$ cat config.mk
export PLATFORM = sky130hd
export DESIGN_NAME = salted_two_word_mix_hash_unit
export DESIGN_NICKNAME = d
export VERILOG_FILES = /design/src/hdl/swmh_pkg.sv /design/src/hdl/swmh_mul.sv /design/src/hdl/swmh_datapath.sv /design/src/hdl/swmh_seq.sv /design/src/hdl/salted_two_word_mix_hash_unit.sv
export SDC_FILE = /design/constraint.sdc
export NUM_CORES = 2
export LEC_CHECK = 0
export BUFFER_PORTS_ARGS = -buffer_cell sky130_fd_sc_hd__buf_2
export CAP_MARGIN = 20
export CORE_MARGIN = 2
export CORE_UTILIZATION = 30
export DETAILED_ROUTE_END_ITERATION = 10
export SLEW_MARGIN = 20
export SYNTH_ARGS = -nofsm -noshare
export SYNTH_HDL_FRONTEND = slang
export SYNTH_SLANG_ARGS = --single-unit
$ cat constraint.sdc
create_clock -name clk -period 11.2 [get_ports clk]
set_input_delay 2.24 -clock clk [delete_from_list [all_inputs] [get_ports clk]]
set_output_delay 2.24 -clock clk [all_outputs]
set_load 0.02 [all_outputs]
$ cat src/hdl/swmh_pkg.sv
`timescale 1ns / 1ps

package swmh_pkg;

    localparam int MAX_KEY_LEN = 32;
    localparam int HASH_BITS   = 128;
    localparam int NWORDS      = HASH_BITS / 64;
    localparam int KCNT_W      = $clog2(MAX_KEY_LEN + 1);
    localparam int KIDX_W      = (MAX_KEY_LEN > 1) ? $clog2(MAX_KEY_LEN) : 1;

    localparam logic [63:0] P1 = 64'd11400714785074694791;
    localparam logic [63:0] P2 = 64'd14029467366897019727;

    typedef struct packed {
        logic       op;
        logic [7:0] data_byte;
        logic       last;
    } swmh_req_t;

    typedef struct packed {
        logic [63:0] hash_word0;
        logic [63:0] hash_word1;
        logic [1:0]  status;
    } swmh_res_t;

    typedef enum logic [1:0] {
        ST_OK        = 2'd0,
        ST_KEY_LONG  = 2'd1,
        ST_KEY_ORDER = 2'd2
    } swmh_status_t;

    // operand register source
    typedef enum logic [2:0] {
        T_HOLD,
        T_BYTE,
        T_SALTX,
        T_KEY,
        T_NB0,
        T_NB1,
        T_MIX0,
        T_MIX1
    } swmh_tsel_t;

    // partial-product pass of the 64x64 multiply
    typedef enum logic [1:0] {
        MUL_NONE,
        MUL_LL,
        MUL_HL,
        MUL_LH
    } swmh_mul_t;

    typedef enum logic {
        C_P1,
        C_P2
    } swmh_csel_t;

    // write-back destination
    typedef enum logic [2:0] {
        WB_NONE,
        WB_SALT,
        WB_FOLD,
        WB_W0_NB,
        WB_W1_NB,
        WB_W0_MIX,
        WB_W1_MIX,
        WB_FINISH
    } swmh_wb_t;

    typedef struct packed {
        swmh_tsel_t tsel;
        swmh_mul_t  mul;
        swmh_csel_t csel;
        swmh_wb_t   wb;
    } swmh_ctrl_t;

    typedef struct packed {
        logic last;
        logic fold_done;
    } swmh_flags_t;

    function automatic logic [63:0] rotl64(input logic [63:0] x, input int r);
        rotl64 = (x << r) | (x >> (64 - r));
    endfunction

    function automatic logic [63:0] sext8(input logic [7:0] b);
        sext8 = {{56{b[7]}}, b};
    endfunction

endpackage

$ cat src/hdl/swmh_mul.sv
`timescale 1ns / 1ps

module swmh_mul (
    input  logic                 clk,
    input  swmh_pkg::swmh_mul_t  step,
    input  swmh_pkg::swmh_csel_t csel,
    input  logic [63:0]          a,
    output logic [63:0]          acc
);

    logic [63:0] k;
    logic [31:0] x;
    logic [31:0] y;
    logic [63:0] prod;
    logic [63:0] acc_reg;
    logic [63:0] acc_next;

    // low 64 bits of a*k in three 32x32 passes: lo*lo, then the two cross terms
    assign k    = (csel == swmh_pkg::C_P1) ? swmh_pkg::P1 : swmh_pkg::P2;
    assign x    = (step == swmh_pkg::MUL_HL) ? a[63:32] : a[31:0];
    assign y    = (step == swmh_pkg::MUL_LH) ? k[63:32] : k[31:0];
    assign prod = 64'(x) * 64'(y);

    always_comb
    begin
        unique case (step) inside
            swmh_pkg::MUL_LL:                   acc_next = prod;
            swmh_pkg::MUL_HL, swmh_pkg::MUL_LH: acc_next = acc_reg + {prod[31:0], 32'd0};
            default:                            acc_next = acc_reg;
        endcase
    end

    always_ff @(posedge clk)
    begin
        acc_reg <= acc_next;
    end

    assign acc = acc_reg;

endmodule

$ cat src/hdl/swmh_datapath.sv
`timescale 1ns / 1ps

module swmh_datapath (
    input  logic                  clk,
    input  logic                  rst_n,
    input  logic                  accept,
    input  swmh_pkg::swmh_req_t   request,
    input  swmh_pkg::swmh_ctrl_t  ctrl,
    output swmh_pkg::swmh_flags_t flags,
    output swmh_pkg::swmh_res_t   result,
    output logic                  done
);

    logic [7:0]                    key_mem [swmh_pkg::MAX_KEY_LEN];
    logic [7:0]                    key_rd_reg;
    swmh_pkg::swmh_req_t           item_reg;
    logic [63:0]                   salt_reg;
    logic [63:0]                   salt_next;
    logic [63:0]                   t_reg;
    logic [63:0]                   t_next;
    logic [63:0]                   w0_reg;
    logic [63:0]                   w0_next;
    logic [63:0]                   w1_reg;
    logic [63:0]                   w1_next;
    logic [swmh_pkg::KCNT_W-1:0]   key_count_reg;
    logic [swmh_pkg::KCNT_W-1:0]   key_count_next;
    logic [swmh_pkg::KCNT_W-1:0]   idx_reg;
    logic [swmh_pkg::KCNT_W-1:0]   idx_next;
    logic                          in_chal_reg;
    logic                          in_chal_next;
    swmh_pkg::swmh_status_t        err_reg;
    swmh_pkg::swmh_status_t        err_next;
    swmh_pkg::swmh_res_t           res_reg;
    swmh_pkg::swmh_res_t           res_next;
    logic                          done_reg;
    logic                          done_next;
    logic                          key_full;
    logic                          key_wr;
    logic [63:0]                   acc;

    swmh_mul u_mul (
        .clk  (clk),
        .step (ctrl.mul),
        .csel (ctrl.csel),
        .a    (t_reg),
        .acc  (acc)
    );

    assign key_full = (key_count_reg == swmh_pkg::KCNT_W'(swmh_pkg::MAX_KEY_LEN));
    assign key_wr   = accept && !request.op && !key_full;

    always_ff @(posedge clk)
    begin
        if (key_wr)
        begin
            key_mem[key_count_reg[swmh_pkg::KIDX_W-1:0]] <= request.data_byte;
        end
    end

    always_ff @(posedge clk)
    begin
        key_rd_reg <= key_mem[idx_reg[swmh_pkg::KIDX_W-1:0]];
    end

    always_ff @(posedge clk)
    begin
        if (accept)
        begin
            item_reg <= request;
        end
    end

    always_comb
    begin
        unique case (ctrl.tsel)
            swmh_pkg::T_BYTE:  t_next = swmh_pkg::sext8(item_reg.data_byte);
            swmh_pkg::T_SALTX: t_next = swmh_pkg::rotl64(salt_reg ^ acc, 7);
            swmh_pkg::T_KEY:   t_next = swmh_pkg::sext8(key_rd_reg) + salt_reg;
            swmh_pkg::T_NB0:   t_next = w0_reg ^ (w1_reg >> 3) ^ (w1_reg << 5);
            swmh_pkg::T_NB1:   t_next = w1_reg ^ (w0_reg >> 3) ^ (w0_reg << 5);
            swmh_pkg::T_MIX0:  t_next = w0_reg ^ swmh_pkg::rotl64(w0_reg, 31);
            swmh_pkg::T_MIX1:  t_next = w1_reg ^ swmh_pkg::rotl64(w1_reg, 31);
            default:           t_next = t_reg;
        endcase
    end

    always_comb
    begin
        salt_next      = salt_reg;
        w0_next        = w0_reg;
        w1_next        = w1_reg;
        key_count_next = key_count_reg;
        idx_next       = idx_reg;
        in_chal_next   = in_chal_reg;
        err_next       = err_reg;
        res_next       = res_reg;
        done_next      = 1'b0;

        // bookkeeping on the accepted request; first error wins
        if (accept)
        begin
            if (!request.op)
            begin
                if (err_reg == swmh_pkg::ST_OK)
                begin
                    if (in_chal_reg)
                    begin
                        err_next = swmh_pkg::ST_KEY_ORDER;
                    end
                    else if (key_full)
                    begin
                        err_next = swmh_pkg::ST_KEY_LONG;
                    end
                end
                if (!key_full)
                begin
                    key_count_next = key_count_reg + 1'b1;
                end
            end
            else
            begin
                in_chal_next = 1'b1;
            end
        end

        unique case (ctrl.wb)
            swmh_pkg::WB_SALT:
            begin
                salt_next = acc ^ swmh_pkg::rotl64(acc, 47);
            end
            swmh_pkg::WB_FOLD:
            begin
                if (idx_reg[0])
                begin
                    w1_next = w1_reg ^ acc;
                end
                else
                begin
                    w0_next = w0_reg ^ acc;
                end
                idx_next = idx_reg + 1'b1;
            end
            swmh_pkg::WB_W0_NB:  w0_next = acc ^ swmh_pkg::rotl64(acc, 11);
            swmh_pkg::WB_W1_NB:  w1_next = acc ^ swmh_pkg::rotl64(acc, 11);
            swmh_pkg::WB_W0_MIX: w0_next = acc ^ swmh_pkg::rotl64(acc, 17);
            swmh_pkg::WB_W1_MIX: w1_next = acc ^ swmh_pkg::rotl64(acc, 17);
            swmh_pkg::WB_FINISH:
            begin
                res_next.status = err_reg;
                if (err_reg == swmh_pkg::ST_OK)
                begin
                    res_next.hash_word0 = w0_reg;
                    res_next.hash_word1 = w1_reg;
                end
                else
                begin
                    res_next.hash_word0 = '0;
                    res_next.hash_word1 = '0;
                end
                done_next = 1'b1;
                // drop message state for the next one
                salt_next      = swmh_pkg::P1;
                w0_next        = '0;
                w1_next        = '0;
                key_count_next = '0;
                idx_next       = '0;
                in_chal_next   = 1'b0;
                err_next       = swmh_pkg::ST_OK;
            end
            default:
            begin
            end
        endcase
    end

    always_ff @(posedge clk or negedge rst_n)
    begin
        if (!rst_n)
        begin
            salt_reg      <= swmh_pkg::P1;
            w0_reg        <= '0;
            w1_reg        <= '0;
            key_count_reg <= '0;
            idx_reg       <= '0;
            in_chal_reg   <= 1'b0;
            err_reg       <= swmh_pkg::ST_OK;
            done_reg      <= 1'b0;
        end
        else
        begin
            salt_reg      <= salt_next;
            w0_reg        <= w0_next;
            w1_reg        <= w1_next;
            key_count_reg <= key_count_next;
            idx_reg       <= idx_next;
            in_chal_reg   <= in_chal_next;
            err_reg       <= err_next;
            done_reg      <= done_next;
        end
    end

    always_ff @(posedge clk)
    begin
        t_reg   <= t_next;
        res_reg <= res_next;
    end

    assign flags.last      = item_reg.last;
    assign flags.fold_done = (idx_reg == key_count_reg);
    assign result          = res_reg;
    assign done            = done_reg;

endmodule

$ cat src/hdl/swmh_seq.sv
`timescale 1ns / 1ps

module swmh_seq (
    input  logic                  clk,
    input  logic                  rst_n,
    input  logic                  accept,
    input  swmh_pkg::swmh_flags_t flags,
    output swmh_pkg::swmh_ctrl_t  ctrl,
    output logic                  busy
);

    localparam int UC_LEN = 36;
    localparam int PC_W   = $clog2(UC_LEN);

    localparam logic [PC_W-1:0] A_FOLD = PC_W'(9);
    localparam logic [PC_W-1:0] A_NB   = PC_W'(15);
    localparam logic [PC_W-1:0] A_ZERO = PC_W'(0);

    typedef enum logic [2:0] {
        J_NEXT,
        J_LAST,
        J_FOLD,
        J_ALWAYS,
        J_END
    } swmh_jmp_t;

    typedef struct packed {
        swmh_pkg::swmh_ctrl_t ctrl;
        swmh_jmp_t            jmp;
        logic [PC_W-1:0]      target;
    } swmh_uword_t;

    logic [PC_W-1:0] pc_reg;
    logic [PC_W-1:0] pc_next;
    logic            run_reg;
    logic            run_next;
    swmh_uword_t     uw;

    function automatic swmh_uword_t mk(
        input swmh_pkg::swmh_tsel_t tsel,
        input swmh_pkg::swmh_mul_t  mul,
        input swmh_pkg::swmh_csel_t csel,
        input swmh_pkg::swmh_wb_t   wb,
        input swmh_jmp_t            jmp,
        input logic [PC_W-1:0]      target
    );
        swmh_uword_t w;
        w.ctrl.tsel = tsel;
        w.ctrl.mul  = mul;
        w.ctrl.csel = csel;
        w.ctrl.wb   = wb;
        w.jmp       = jmp;
        w.target    = target;
        mk = w;
    endfunction

    // microprogram: salt update per byte, then fold, neighbor transform, mix
    always_comb
    begin
        unique case (pc_reg)
            PC_W'(0):  uw = mk(swmh_pkg::T_BYTE,  swmh_pkg::MUL_NONE, swmh_pkg::C_P2,
                               swmh_pkg::WB_NONE, J_NEXT, A_ZERO);
            PC_W'(1):  uw = mk(swmh_pkg::T_HOLD,  swmh_pkg::MUL_LL, swmh_pkg::C_P2,
                               swmh_pkg::WB_NONE, J_NEXT, A_ZERO);
            PC_W'(2):  uw = mk(swmh_pkg::T_HOLD,  swmh_pkg::MUL_HL, swmh_pkg::C_P2,
                               swmh_pkg::WB_NONE, J_NEXT, A_ZERO);
            PC_W'(3):  uw = mk(swmh_pkg::T_HOLD,  swmh_pkg::MUL_LH, swmh_pkg::C_P2,
                               swmh_pkg::WB_NONE, J_NEXT, A_ZERO);
            PC_W'(4):  uw = mk(swmh_pkg::T_SALTX, swmh_pkg::MUL_NONE, swmh_pkg::C_P1,
                               swmh_pkg::WB_NONE, J_NEXT, A_ZERO);
            PC_W'(5):  uw = mk(swmh_pkg::T_HOLD,  swmh_pkg::MUL_LL, swmh_pkg::C_P1,
                               swmh_pkg::WB_NONE, J_NEXT, A_ZERO);
            PC_W'(6):  uw = mk(swmh_pkg::T_HOLD,  swmh_pkg::MUL_HL, swmh_pkg::C_P1,
                               swmh_pkg::WB_NONE, J_NEXT, A_ZERO);
            PC_W'(7):  uw = mk(swmh_pkg::T_HOLD,  swmh_pkg::MUL_LH, swmh_pkg::C_P1,
                               swmh_pkg::WB_NONE, J_NEXT, A_ZERO);
            PC_W'(8):  uw = mk(swmh_pkg::T_HOLD,  swmh_pkg::MUL_NONE, swmh_pkg::C_P1,
                               swmh_pkg::WB_SALT, J_LAST, A_ZERO);
            PC_W'(9):  uw = mk(swmh_pkg::T_HOLD,  swmh_pkg::MUL_NONE, swmh_pkg::C_P1,
                               swmh_pkg::WB_NONE, J_FOLD, A_NB);
            PC_W'(10): uw = mk(swmh_pkg::T_KEY,   swmh_pkg::MUL_NONE, swmh_pkg::C_P1,
                               swmh_pkg::WB_NONE, J_NEXT, A_ZERO);
            PC_W'(11): uw = mk(swmh_pkg::T_HOLD,  swmh_pkg::MUL_LL, swmh_pkg::C_P1,
                               swmh_pkg::WB_NONE, J_NEXT, A_ZERO);
            PC_W'(12): uw = mk(swmh_pkg::T_HOLD,  swmh_pkg::MUL_HL, swmh_pkg::C_P1,
                               swmh_pkg::WB_NONE, J_NEXT, A_ZERO);
            PC_W'(13): uw = mk(swmh_pkg::T_HOLD,  swmh_pkg::MUL_LH, swmh_pkg::C_P1,
                               swmh_pkg::WB_NONE, J_NEXT, A_ZERO);
            PC_W'(14): uw = mk(swmh_pkg::T_HOLD,  swmh_pkg::MUL_NONE, swmh_pkg::C_P1,
                               swmh_pkg::WB_FOLD, J_ALWAYS, A_FOLD);
            PC_W'(15): uw = mk(swmh_pkg::T_NB0,   swmh_pkg::MUL_NONE, swmh_pkg::C_P2,
                               swmh_pkg::WB_NONE, J_NEXT, A_ZERO);
            PC_W'(16): uw = mk(swmh_pkg::T_HOLD,  swmh_pkg::MUL_LL, swmh_pkg::C_P2,
                               swmh_pkg::WB_NONE, J_NEXT, A_ZERO);
            PC_W'(17): uw = mk(swmh_pkg::T_HOLD,  swmh_pkg::MUL_HL, swmh_pkg::C_P2,
                               swmh_pkg::WB_NONE, J_NEXT, A_ZERO);
            PC_W'(18): uw = mk(swmh_pkg::T_HOLD,  swmh_pkg::MUL_LH, swmh_pkg::C_P2,
                               swmh_pkg::WB_NONE, J_NEXT, A_ZERO);
            PC_W'(19): uw = mk(swmh_pkg::T_HOLD,  swmh_pkg::MUL_NONE, swmh_pkg::C_P2,
                               swmh_pkg::WB_W0_NB, J_NEXT, A_ZERO);
            PC_W'(20): uw = mk(swmh_pkg::T_NB1,   swmh_pkg::MUL_NONE, swmh_pkg::C_P2,
                               swmh_pkg::WB_NONE, J_NEXT, A_ZERO);
            PC_W'(21): uw = mk(swmh_pkg::T_HOLD,  swmh_pkg::MUL_LL, swmh_pkg::C_P2,
                               swmh_pkg::WB_NONE, J_NEXT, A_ZERO);
            PC_W'(22): uw = mk(swmh_pkg::T_HOLD,  swmh_pkg::MUL_HL, swmh_pkg::C_P2,
                               swmh_pkg::WB_NONE, J_NEXT, A_ZERO);
            PC_W'(23): uw = mk(swmh_pkg::T_HOLD,  swmh_pkg::MUL_LH, swmh_pkg::C_P2,
                               swmh_pkg::WB_NONE, J_NEXT, A_ZERO);
            PC_W'(24): uw = mk(swmh_pkg::T_HOLD,  swmh_pkg::MUL_NONE, swmh_pkg::C_P2,
                               swmh_pkg::WB_W1_NB, J_NEXT, A_ZERO);
            PC_W'(25): uw = mk(swmh_pkg::T_MIX0,  swmh_pkg::MUL_NONE, swmh_pkg::C_P1,
                               swmh_pkg::WB_NONE, J_NEXT, A_ZERO);
            PC_W'(26): uw = mk(swmh_pkg::T_HOLD,  swmh_pkg::MUL_LL, swmh_pkg::C_P1,
                               swmh_pkg::WB_NONE, J_NEXT, A_ZERO);
            PC_W'(27): uw = mk(swmh_pkg::T_HOLD,  swmh_pkg::MUL_HL, swmh_pkg::C_P1,
                               swmh_pkg::WB_NONE, J_NEXT, A_ZERO);
            PC_W'(28): uw = mk(swmh_pkg::T_HOLD,  swmh_pkg::MUL_LH, swmh_pkg::C_P1,
                               swmh_pkg::WB_NONE, J_NEXT, A_ZERO);
            PC_W'(29): uw = mk(swmh_pkg::T_HOLD,  swmh_pkg::MUL_NONE, swmh_pkg::C_P1,
                               swmh_pkg::WB_W0_MIX, J_NEXT, A_ZERO);
            PC_W'(30): uw = mk(swmh_pkg::T_MIX1,  swmh_pkg::MUL_NONE, swmh_pkg::C_P1,
                               swmh_pkg::WB_NONE, J_NEXT, A_ZERO);
            PC_W'(31): uw = mk(swmh_pkg::T_HOLD,  swmh_pkg::MUL_LL, swmh_pkg::C_P1,
                               swmh_pkg::WB_NONE, J_NEXT, A_ZERO);
            PC_W'(32): uw = mk(swmh_pkg::T_HOLD,  swmh_pkg::MUL_HL, swmh_pkg::C_P1,
                               swmh_pkg::WB_NONE, J_NEXT, A_ZERO);
            PC_W'(33): uw = mk(swmh_pkg::T_HOLD,  swmh_pkg::MUL_LH, swmh_pkg::C_P1,
                               swmh_pkg::WB_NONE, J_NEXT, A_ZERO);
            PC_W'(34): uw = mk(swmh_pkg::T_HOLD,  swmh_pkg::MUL_NONE, swmh_pkg::C_P1,
                               swmh_pkg::WB_W1_MIX, J_NEXT, A_ZERO);
            PC_W'(35): uw = mk(swmh_pkg::T_HOLD,  swmh_pkg::MUL_NONE, swmh_pkg::C_P1,
                               swmh_pkg::WB_FINISH, J_END, A_ZERO);
            default:   uw = mk(swmh_pkg::T_HOLD,  swmh_pkg::MUL_NONE, swmh_pkg::C_P1,
                               swmh_pkg::WB_NONE, J_END, A_ZERO);
        endcase
    end

    always_comb
    begin
        pc_next  = pc_reg;
        run_next = run_reg;
        if (!run_reg)
        begin
            if (accept)
            begin
                run_next = 1'b1;
                pc_next  = A_ZERO;
            end
        end
        else
        begin
            unique case (uw.jmp)
                J_NEXT:
                begin
                    pc_next = pc_reg + 1'b1;
                end
                J_LAST:
                begin
                    // a byte that is not last ends here
                    if (flags.last)
                    begin
                        pc_next = pc_reg + 1'b1;
                    end
                    else
                    begin
                        run_next = 1'b0;
                        pc_next  = A_ZERO;
                    end
                end
                J_FOLD:
                begin
                    pc_next = flags.fold_done ? uw.target : pc_reg + 1'b1;
                end
                J_ALWAYS:
                begin
                    pc_next = uw.target;
                end
                default:
                begin
                    run_next = 1'b0;
                    pc_next  = A_ZERO;
                end
            endcase
        end
    end

    always_ff @(posedge clk or negedge rst_n)
    begin
        if (!rst_n)
        begin
            pc_reg  <= A_ZERO;
            run_reg <= 1'b0;
        end
        else
        begin
            pc_reg  <= pc_next;
            run_reg <= run_next;
        end
    end

    always_comb
    begin
        if (run_reg)
        begin
            ctrl = uw.ctrl;
        end
        else
        begin
            ctrl.tsel = swmh_pkg::T_HOLD;
            ctrl.mul  = swmh_pkg::MUL_NONE;
            ctrl.csel = swmh_pkg::C_P1;
            ctrl.wb   = swmh_pkg::WB_NONE;
        end
    end

    assign busy = run_reg;

endmodule

$ cat src/hdl/salted_two_word_mix_hash_unit.sv
// Salted two-word mix hash.
// Send a message as key bytes (request.op = 0) followed by challenge bytes
// (request.op = 1), one request per start pulse; a request is taken at a
// rising edge where start is high and busy is low. Mark the final byte with
// request.last. Each byte updates a 64-bit salt; key bytes are also stored.
// After the last byte one result appears on result with done high for exactly
// one cycle: two 64-bit hash words and a status (ok, key too long, key byte
// after challenge byte). On an error both words read zero.
// Timing: every 64-bit multiply runs as three passes through one 32x32
// multiplier under a microcoded sequencer. A byte without last keeps busy
// high until its salt update is written back; no request is taken while busy.
// For a last byte the key fold, neighbor transform and mix follow, and done
// is high in a cycle where busy is already low.
// Reset returns the salt to its start value and clears the key count, the
// error state and the sequencer. After each result the same state is cleared
// for the next message. The receiver cannot stall: done pulses for one cycle.
`timescale 1ns / 1ps

module salted_two_word_mix_hash_unit (
    input  logic                clk,
    input  logic                rst_n,
    input  logic                start,
    input  swmh_pkg::swmh_req_t request,
    output logic                busy,
    output logic                done,
    output swmh_pkg::swmh_res_t result
);

    logic                  accept;
    swmh_pkg::swmh_ctrl_t  ctrl;
    swmh_pkg::swmh_flags_t flags;

    assign accept = start && !busy;

    swmh_seq u_seq (
        .clk    (clk),
        .rst_n  (rst_n),
        .accept (accept),
        .flags  (flags),
        .ctrl   (ctrl),
        .busy   (busy)
    );

    swmh_datapath u_dp (
        .clk     (clk),
        .rst_n   (rst_n),
        .accept  (accept),
        .request (request),
        .ctrl    (ctrl),
        .flags   (flags),
        .result  (result),
        .done    (done)
    );

endmodule

Word level (Yosys, flattened, before mapping)
Memory sizes are Yosys's and may differ from the RTL's. A register that Yosys moved wholly into a read port is not among the register bits.
Cells that the tools add are included.
{"block": "op_classes", "eq_ne": 26, "multipliers": 1, "mux": 37, "add_sub_neg": 5, "bitwise": 18, "reduce_logical": 26}
{"op": "$xor A64 B64 Y64", "n": 10}
{"op": "$pmux W64 S4", "n": 2}
{"op": "$pmux W64 S7", "n": 1}
{"op": "$pmux W64 S2", "n": 2}
{"op": "$add A64 B64 Y64", "n": 2}
{"op": "$mux W64", "n": 2}
{"op": "$or A64 B31 Y64", "n": 2}
{"op": "$xor A64 B61 Y64", "n": 2}
{"op": "$mul A32 B32 Y64", "n": 1}
{"op": "$mux W32", "n": 2}
{"op": "$or A64 B11 Y64", "n": 1}
{"op": "$or A64 B17 Y64", "n": 1}
{"op": "$or A64 B47 Y64", "n": 1}
{"op": "$or A64 B7 Y64", "n": 1}
{"op": "$mux W63", "n": 1}
{"op": "$mux W6", "n": 8}
{"op": "$eq A3 B3 Y1 const B", "n": 8}
{"op": "$pmux W6 S4", "n": 1}
{"op": "$add A6 B1 Y6 const B", "n": 3}
{"op": "$eq A3 B2 Y1 const B", "n": 6}
{"op": "$reduce_bool A2 Y1", "n": 7}
{"op": "$mux W2", "n": 6}
{"op": "$pmux W6 S2", "n": 1}
{"op": "$eq A3 B1 Y1 const B", "n": 3}
{"op": "other kinds (21)", "n": 39}
{"block": "word_totals", "ramBits": 256, "memories": 2, "in_bits": 13, "out_inout_bits": 132, "rom_bits": 1024, "register_bits": 482}
{"name": "(no name shown)", "depth": 64, "word_bits": 16, "read_ports": 1, "rd_ports_with_merged_regs": 0, "write_ports": 0, "line": "swmh_seq.sv:60", "text": "unique case (pc_reg)"}
{"name": "u_dp.key_mem", "depth": 32, "word_bits": 8, "read_ports": 1, "rd_ports_with_merged_regs": 1, "write_ports": 1, "line": "swmh_datapath.sv:14", "text": "logic [7:0] key_mem [swmh_pkg::MAX_KEY_LEN];"}

Logic depth before layout (Yosys ltp)
{"block": "logic_depth", "word_depth": 7, "mapped_depth": 47, "mapped_depth_nobuf": 43}

By module
A second synthesis with hierarchy kept.
{"block": "unflattened", "cells_unflattened": 7689, "hier_area_um2": 76666.0}
{"mod": "swmh_datapath", "instances": 1, "seq_area_each_um2": 19193.4, "cells_each": 3974, "area_each_um2": 41408.5}
{"mod": "swmh_mul", "instances": 1, "seq_area_each_um2": 1921.8, "cells_each": 3598, "area_each_um2": 34320.4}
{"mod": "swmh_seq", "instances": 1, "seq_area_each_um2": 175.2, "cells_each": 116, "area_each_um2": 923.4}
{"mod": "salted_two_word_mix_hash_unit", "instances": 1, "seq_area_each_um2": 0.0, "cells_each": 1, "area_each_um2": 13.8}

Worst setup path before layout
Ideal clock, no wire load.
{"block": "synth_path", "path_kind": "register to register", "startpoint": "register u_seq.pc_reg[1]", "endpoint": "register u_dp.u_mul.acc_reg[55], in the netlist u_dp.u_mul.acc[55], data pin", "period_less_slack_ns": 10.978, "stages_incl_launch_ff": 43, "t_arrival_ns": 10.709, "required_ns": 10.931, "slack_ns": 0.222, "setup_time_ns": 0.269, "cell_sequence": "dfrtp_1 > inv_1 > ha_1 > mux4_2 > or2_2 > nand3_1 > or2_2 > clkbuf_1 > inv_2 > clkbuf_1 > clkbuf_1 > ha_1 > clkbuf_1 > nand2b_1 > fa_1 > inv_1 > fa_1 > inv_1 > [7 not listed] > fa_1 > fa_1 > ha_1 > buf_6 > a21o_1 > a2111oi_0 > a31oi_1 > xor2_1 > ha_1 > a2111o_1 > or3_1 > o32a_1 > o21a_1 > a21oi_1 > o21bai_1 > a21oi_1 > xor2_1 > mux2i_1"}
{"block": "synth_between", "elab_chain_cells": 7}
{"item": "from (decl)", "line": "swmh_seq.sv:33", "text": "logic [PC_W-1:0] pc_reg;"}
{"item": "from (signal assigned)", "line": "swmh_seq.sv:196", "text": "pc_reg <= pc_next;"}
{"item": "$mem_v2 Z64 W16 *"}
{"item": "$mux W9 *", "line": "swmh_seq.sv:203", "text": "if (run_reg)"}
{"item": "$eq A2 B2 Y1 (tied with other cells)", "line": "swmh_mul.sv:20", "text": "assign x = (step == swmh_pkg::MUL_HL) ? a[63:32] : a[31:0];"}
{"item": "$mux W32, on equally long branches", "line": "swmh_mul.sv:20, swmh_mul.sv:21"}
{"item": "$mul A32 B32 Y64", "line": "swmh_mul.sv:22", "text": "assign prod = 64'(x) * 64'(y);"}
{"item": "$add A64 B64 Y64", "line": "swmh_mul.sv:28", "text": "swmh_pkg::MUL_HL, swmh_pkg::MUL_LH: acc_next = acc_reg + {prod[31:0], 32'd0};"}
{"item": "$pmux W64 S2 *", "line": "swmh_mul.sv:26", "text": "unique case (step) inside"}
{"item": "named net u_dp.u_mul.acc_next[55]", "line": "swmh_mul.sv:16", "text": "logic [63:0] acc_next;"}
{"item": "to (signal assigned)", "line": "swmh_mul.sv:35", "text": "acc_reg <= acc_next;"}
{"item": "to (decl)", "line": "swmh_mul.sv:15", "text": "logic [63:0] acc_reg;"}
The timed path passes the listed nets; every way through them passes the cells marked *.
A chain may end at the register's enable or synchronous reset.

Final worst setup path
{"block": "layout_path", "startpoint": "register u_seq.pc_reg[1]", "endpoint": "register u_dp.u_mul.acc_reg[63], in the netlist u_dp.u_mul.acc[63], data pin"}
Same word-level chain as after synthesis.

==> qor.yml <==
drt:
  wl_per_cell_um: 31.5
  vias: 63400
  routed_wl_um: 351000
  dr.pass1.iters: 8
  vias_per_cell: 5.69
  drtIter0Drc: 8469
  drc_errors: 0
  detail-route-antenna-nets: 0
logic_synthesis:
  synth-compound-area-share_pct: 15.8
  synth_top_area_share_pct: 23.3
  synth.area.mux_share_pct: 3.15
  synth_nets: 8887
  netlist_instances: 7597
  synth_top_area_cell: "fa_1"
  yosys.area_share.xor_xnor_pct: 6.21
  async_reset_ff_share_pct: 28.8
  yosys-top-cells-area: "fa_1, edfxtp_1, ha_1, inv_1, dfrtp_1"
  synthAdderAreaFrac_pct: 29.6
  synth_edf_count: 523
  ys_warn_count: 0
  ys_seq_area_share_pct: 27.7
  synthSimpleGateAreaFrac_pct: 8.41
  synth_top_family_by_area: "adder cells"
  syn_area_sq_um: 76800
  yosys_most_used_dff: "edfxtp_1"
  ys_types: 96
  synth_seq_cells: 746
  syn_area_per_cell_sq_um: 10.1
final_layout:
  mostFrequentLayoutCell: "inv_1"
  nFillCells: 25900
  multi_input_area_sq_um: 48800
  final_cell_mix: "inv_1, fa_1, edfxtp_1, nand2_1, buf_4"
  layout-drive-gt1-share_pct: 12.0
  largest_reg_flops: 256
  final_nets: 8990
  register_area_sq_um: 21300
  syn2layout_area_growth_pct: 11.9
  finalInstanceArea_sq_um: 85900
floorplanning:
  core_sq_um: 254000
  die_h_um: 510
  pin_count: 145
  rows: 185
  dieArea_sq_um: 260000
  die_x_um: 510
  initial_core_util_pct: 30.2
sta:
  setup-tns-final_ns: 0
  final-hold-violation-count: 0
  fin_crit_ns: 10.81
  worst_pin_slew_ns: 1.19
  hold_ws_ns: 0.518
  fin_crit_sh_pct: 96.5
  finClkSkew_ns: 0.0775
  maxSlewHeadroom_pct: 20.0
  fmax_mhz: 92.5
  finalMaxSlewViolations: 0
  rsz0062_at_grt: "false"
  setup_viol: 0
placed_design:
  place_congestion: 1.06
  placed_area_sq_um: 82800
  hpwl_um: 276000
  portBuffers: 144
setup_path:
  r2r-start: "u_seq.pc_reg[1]$_DFFE_PN0P_"
  max_stage_delay_ns: 0.55
  cp-start-kind: "register"
  path_buf_inv: 11
  critPathTopFamily: "adder cells"
  critical_path_required_ns: 11.79
  crit_type: "reg2reg"
  cp_max_fo: 7
  crit_path_start: "u_seq.pc_reg[1]$_DFFE_PN0P_"
  cp_slowest_cell: "fa_1"
  end_kind: "register"
  worstPathArrival_ns: 11.39
cts:
  htreeDepth: 3
  cts_tree: "done"
  clkLatencyLatePin_ns: 0.78
  clock_sinks: 746
  hold_buffers: 0
  cts_root_buf: "clkbuf_16"
  clk_pin_slew_worst_paths_ns: 0.06
  cts_buffers: 86
  ctsLongestPathBuffers: 3
global_route:
  grt_overflow_total: 0
  grt_pass1_wl_um: 493000
  grt_max_degree: 126
  grt_pass1_vias: 63700
  antenna_found_initial: 20
  grt_use_total_pct: 26.7
hold_path:
  hp-start: "u_dp.idx_reg[1]$_DFFE_PN0P_"
  hp-class: "reg2reg"
outcome:
  status: "finished clean"
job:
  drv_cap: 0
## routing by layer
layer	vias up	global-route usage, %	routed length (um)
met5	-	0	105
li1	26200	-	-
met4	16	14.1	22200
met3	805	6.86	36100
met2	3790	39.4	149000
met1	32600	35.9	143000
## area by class of cell
class / instances / share of cell area, %
timing repair buffer: 557 / 4.56
multi-input combinational: 5035 / 56.8
sequential: 746 / 24.8
clock buffer: 110 / 2.72
tap: 3366 / 4.90
clock inverter: 52 / 0.629
inverter: 1274 / 5.58
antenna: 8 / 0.0233
## metrics by stage
step / cells / util [%] / setup slack [ns]
2_1_floorplan: 7597 / - / 0.222
3_3_place_gp: 11000 / 32.6 / 0.107
3_5_place_dp: 11000 / 32.6 / 0.135
4_1_cts: 11100 / 33.7 / 0.0839
5_1_grt: 11100 / 33.8 / 0.0195
6_report: 11100 / 33.8 / 0.395
## kinds of logic (layout without fill, tap and decap cells)
group                    count (synthesis)  after routing
XOR/XNOR                               543            543
multiplexers                           137            137
AND/OR/NAND/NOR                       1338           1338
flip-flops                             746            746
buffers and inverters                 1816           1993
adder cells (fa/ha/maj)               1277           1277
other                                    0              8
AO/OA/AOI/OAI                         1740           1740
## worst reg2reg max path: cells and delay by family, from the launching register on
kind                     cells  cell delay [ns]
XOR/XNOR                     2             0.45
multiplexers                 1             0.45
flip-flops                   1             0.44
AND/OR/NAND/NOR              7             1.62
adder cells (fa/ha/maj)     12             4.66
buffers and inverters       11             1.19
AO/OA/AOI/OAI               10             1.84
## cell usage after synthesis, drive strengths merged, types with 37 or more instances
cell and count:
a211oi 37, a21o 89, a21oi 389, a221o 44, a221oi 156, a32oi 128
and2 174, buf 82, clkbuf 452, dfrtp 179, edfxtp 523, fa 894
ha 383, inv 1263, mux4 81, nand2 440, nand2b 129, nand3 63
nand4 45, nor2 266, nor3 110, o211ai 65, o21ai 302, o221ai 191
o22a 65, o22ai 107, xnor2 385, xor2 157
## worst paths after layout
| path | end | slack (ns) | cells past startpoint |
|---|---|---|---|
| min | u_dp.idx_reg[1]$_DFFE_PN0P_ | 0.52 | 2 |
| max in group asynchronous | u_dp.idx_reg[0]$_DFFE_PN0P_ | 8.20 | 2 |
| max reg2reg | u_dp.u_mul.acc[63]$_DFFE_PP_ | 0.39 | 43 |
| min reg2reg | u_dp.idx_reg[1]$_DFFE_PN0P_ | 0.52 | 2 |
| max | u_dp.u_mul.acc[63]$_DFFE_PP_ | 0.39 | 43 |
| min in group asynchronous | u_dp.w1_reg[59]$_DFFE_PN0P_ | 1.54 | 1 |
## what timing repair did
item                                    in CTS  in global routing
gates resized for setup                      0                 38
setup buffers                                0                  5
endpoints found under the setup margin       0                 17
Power is left out: the tool's default activity adds up to more than one toggle a clock period on the data nets, which glitch-free logic cannot reach.
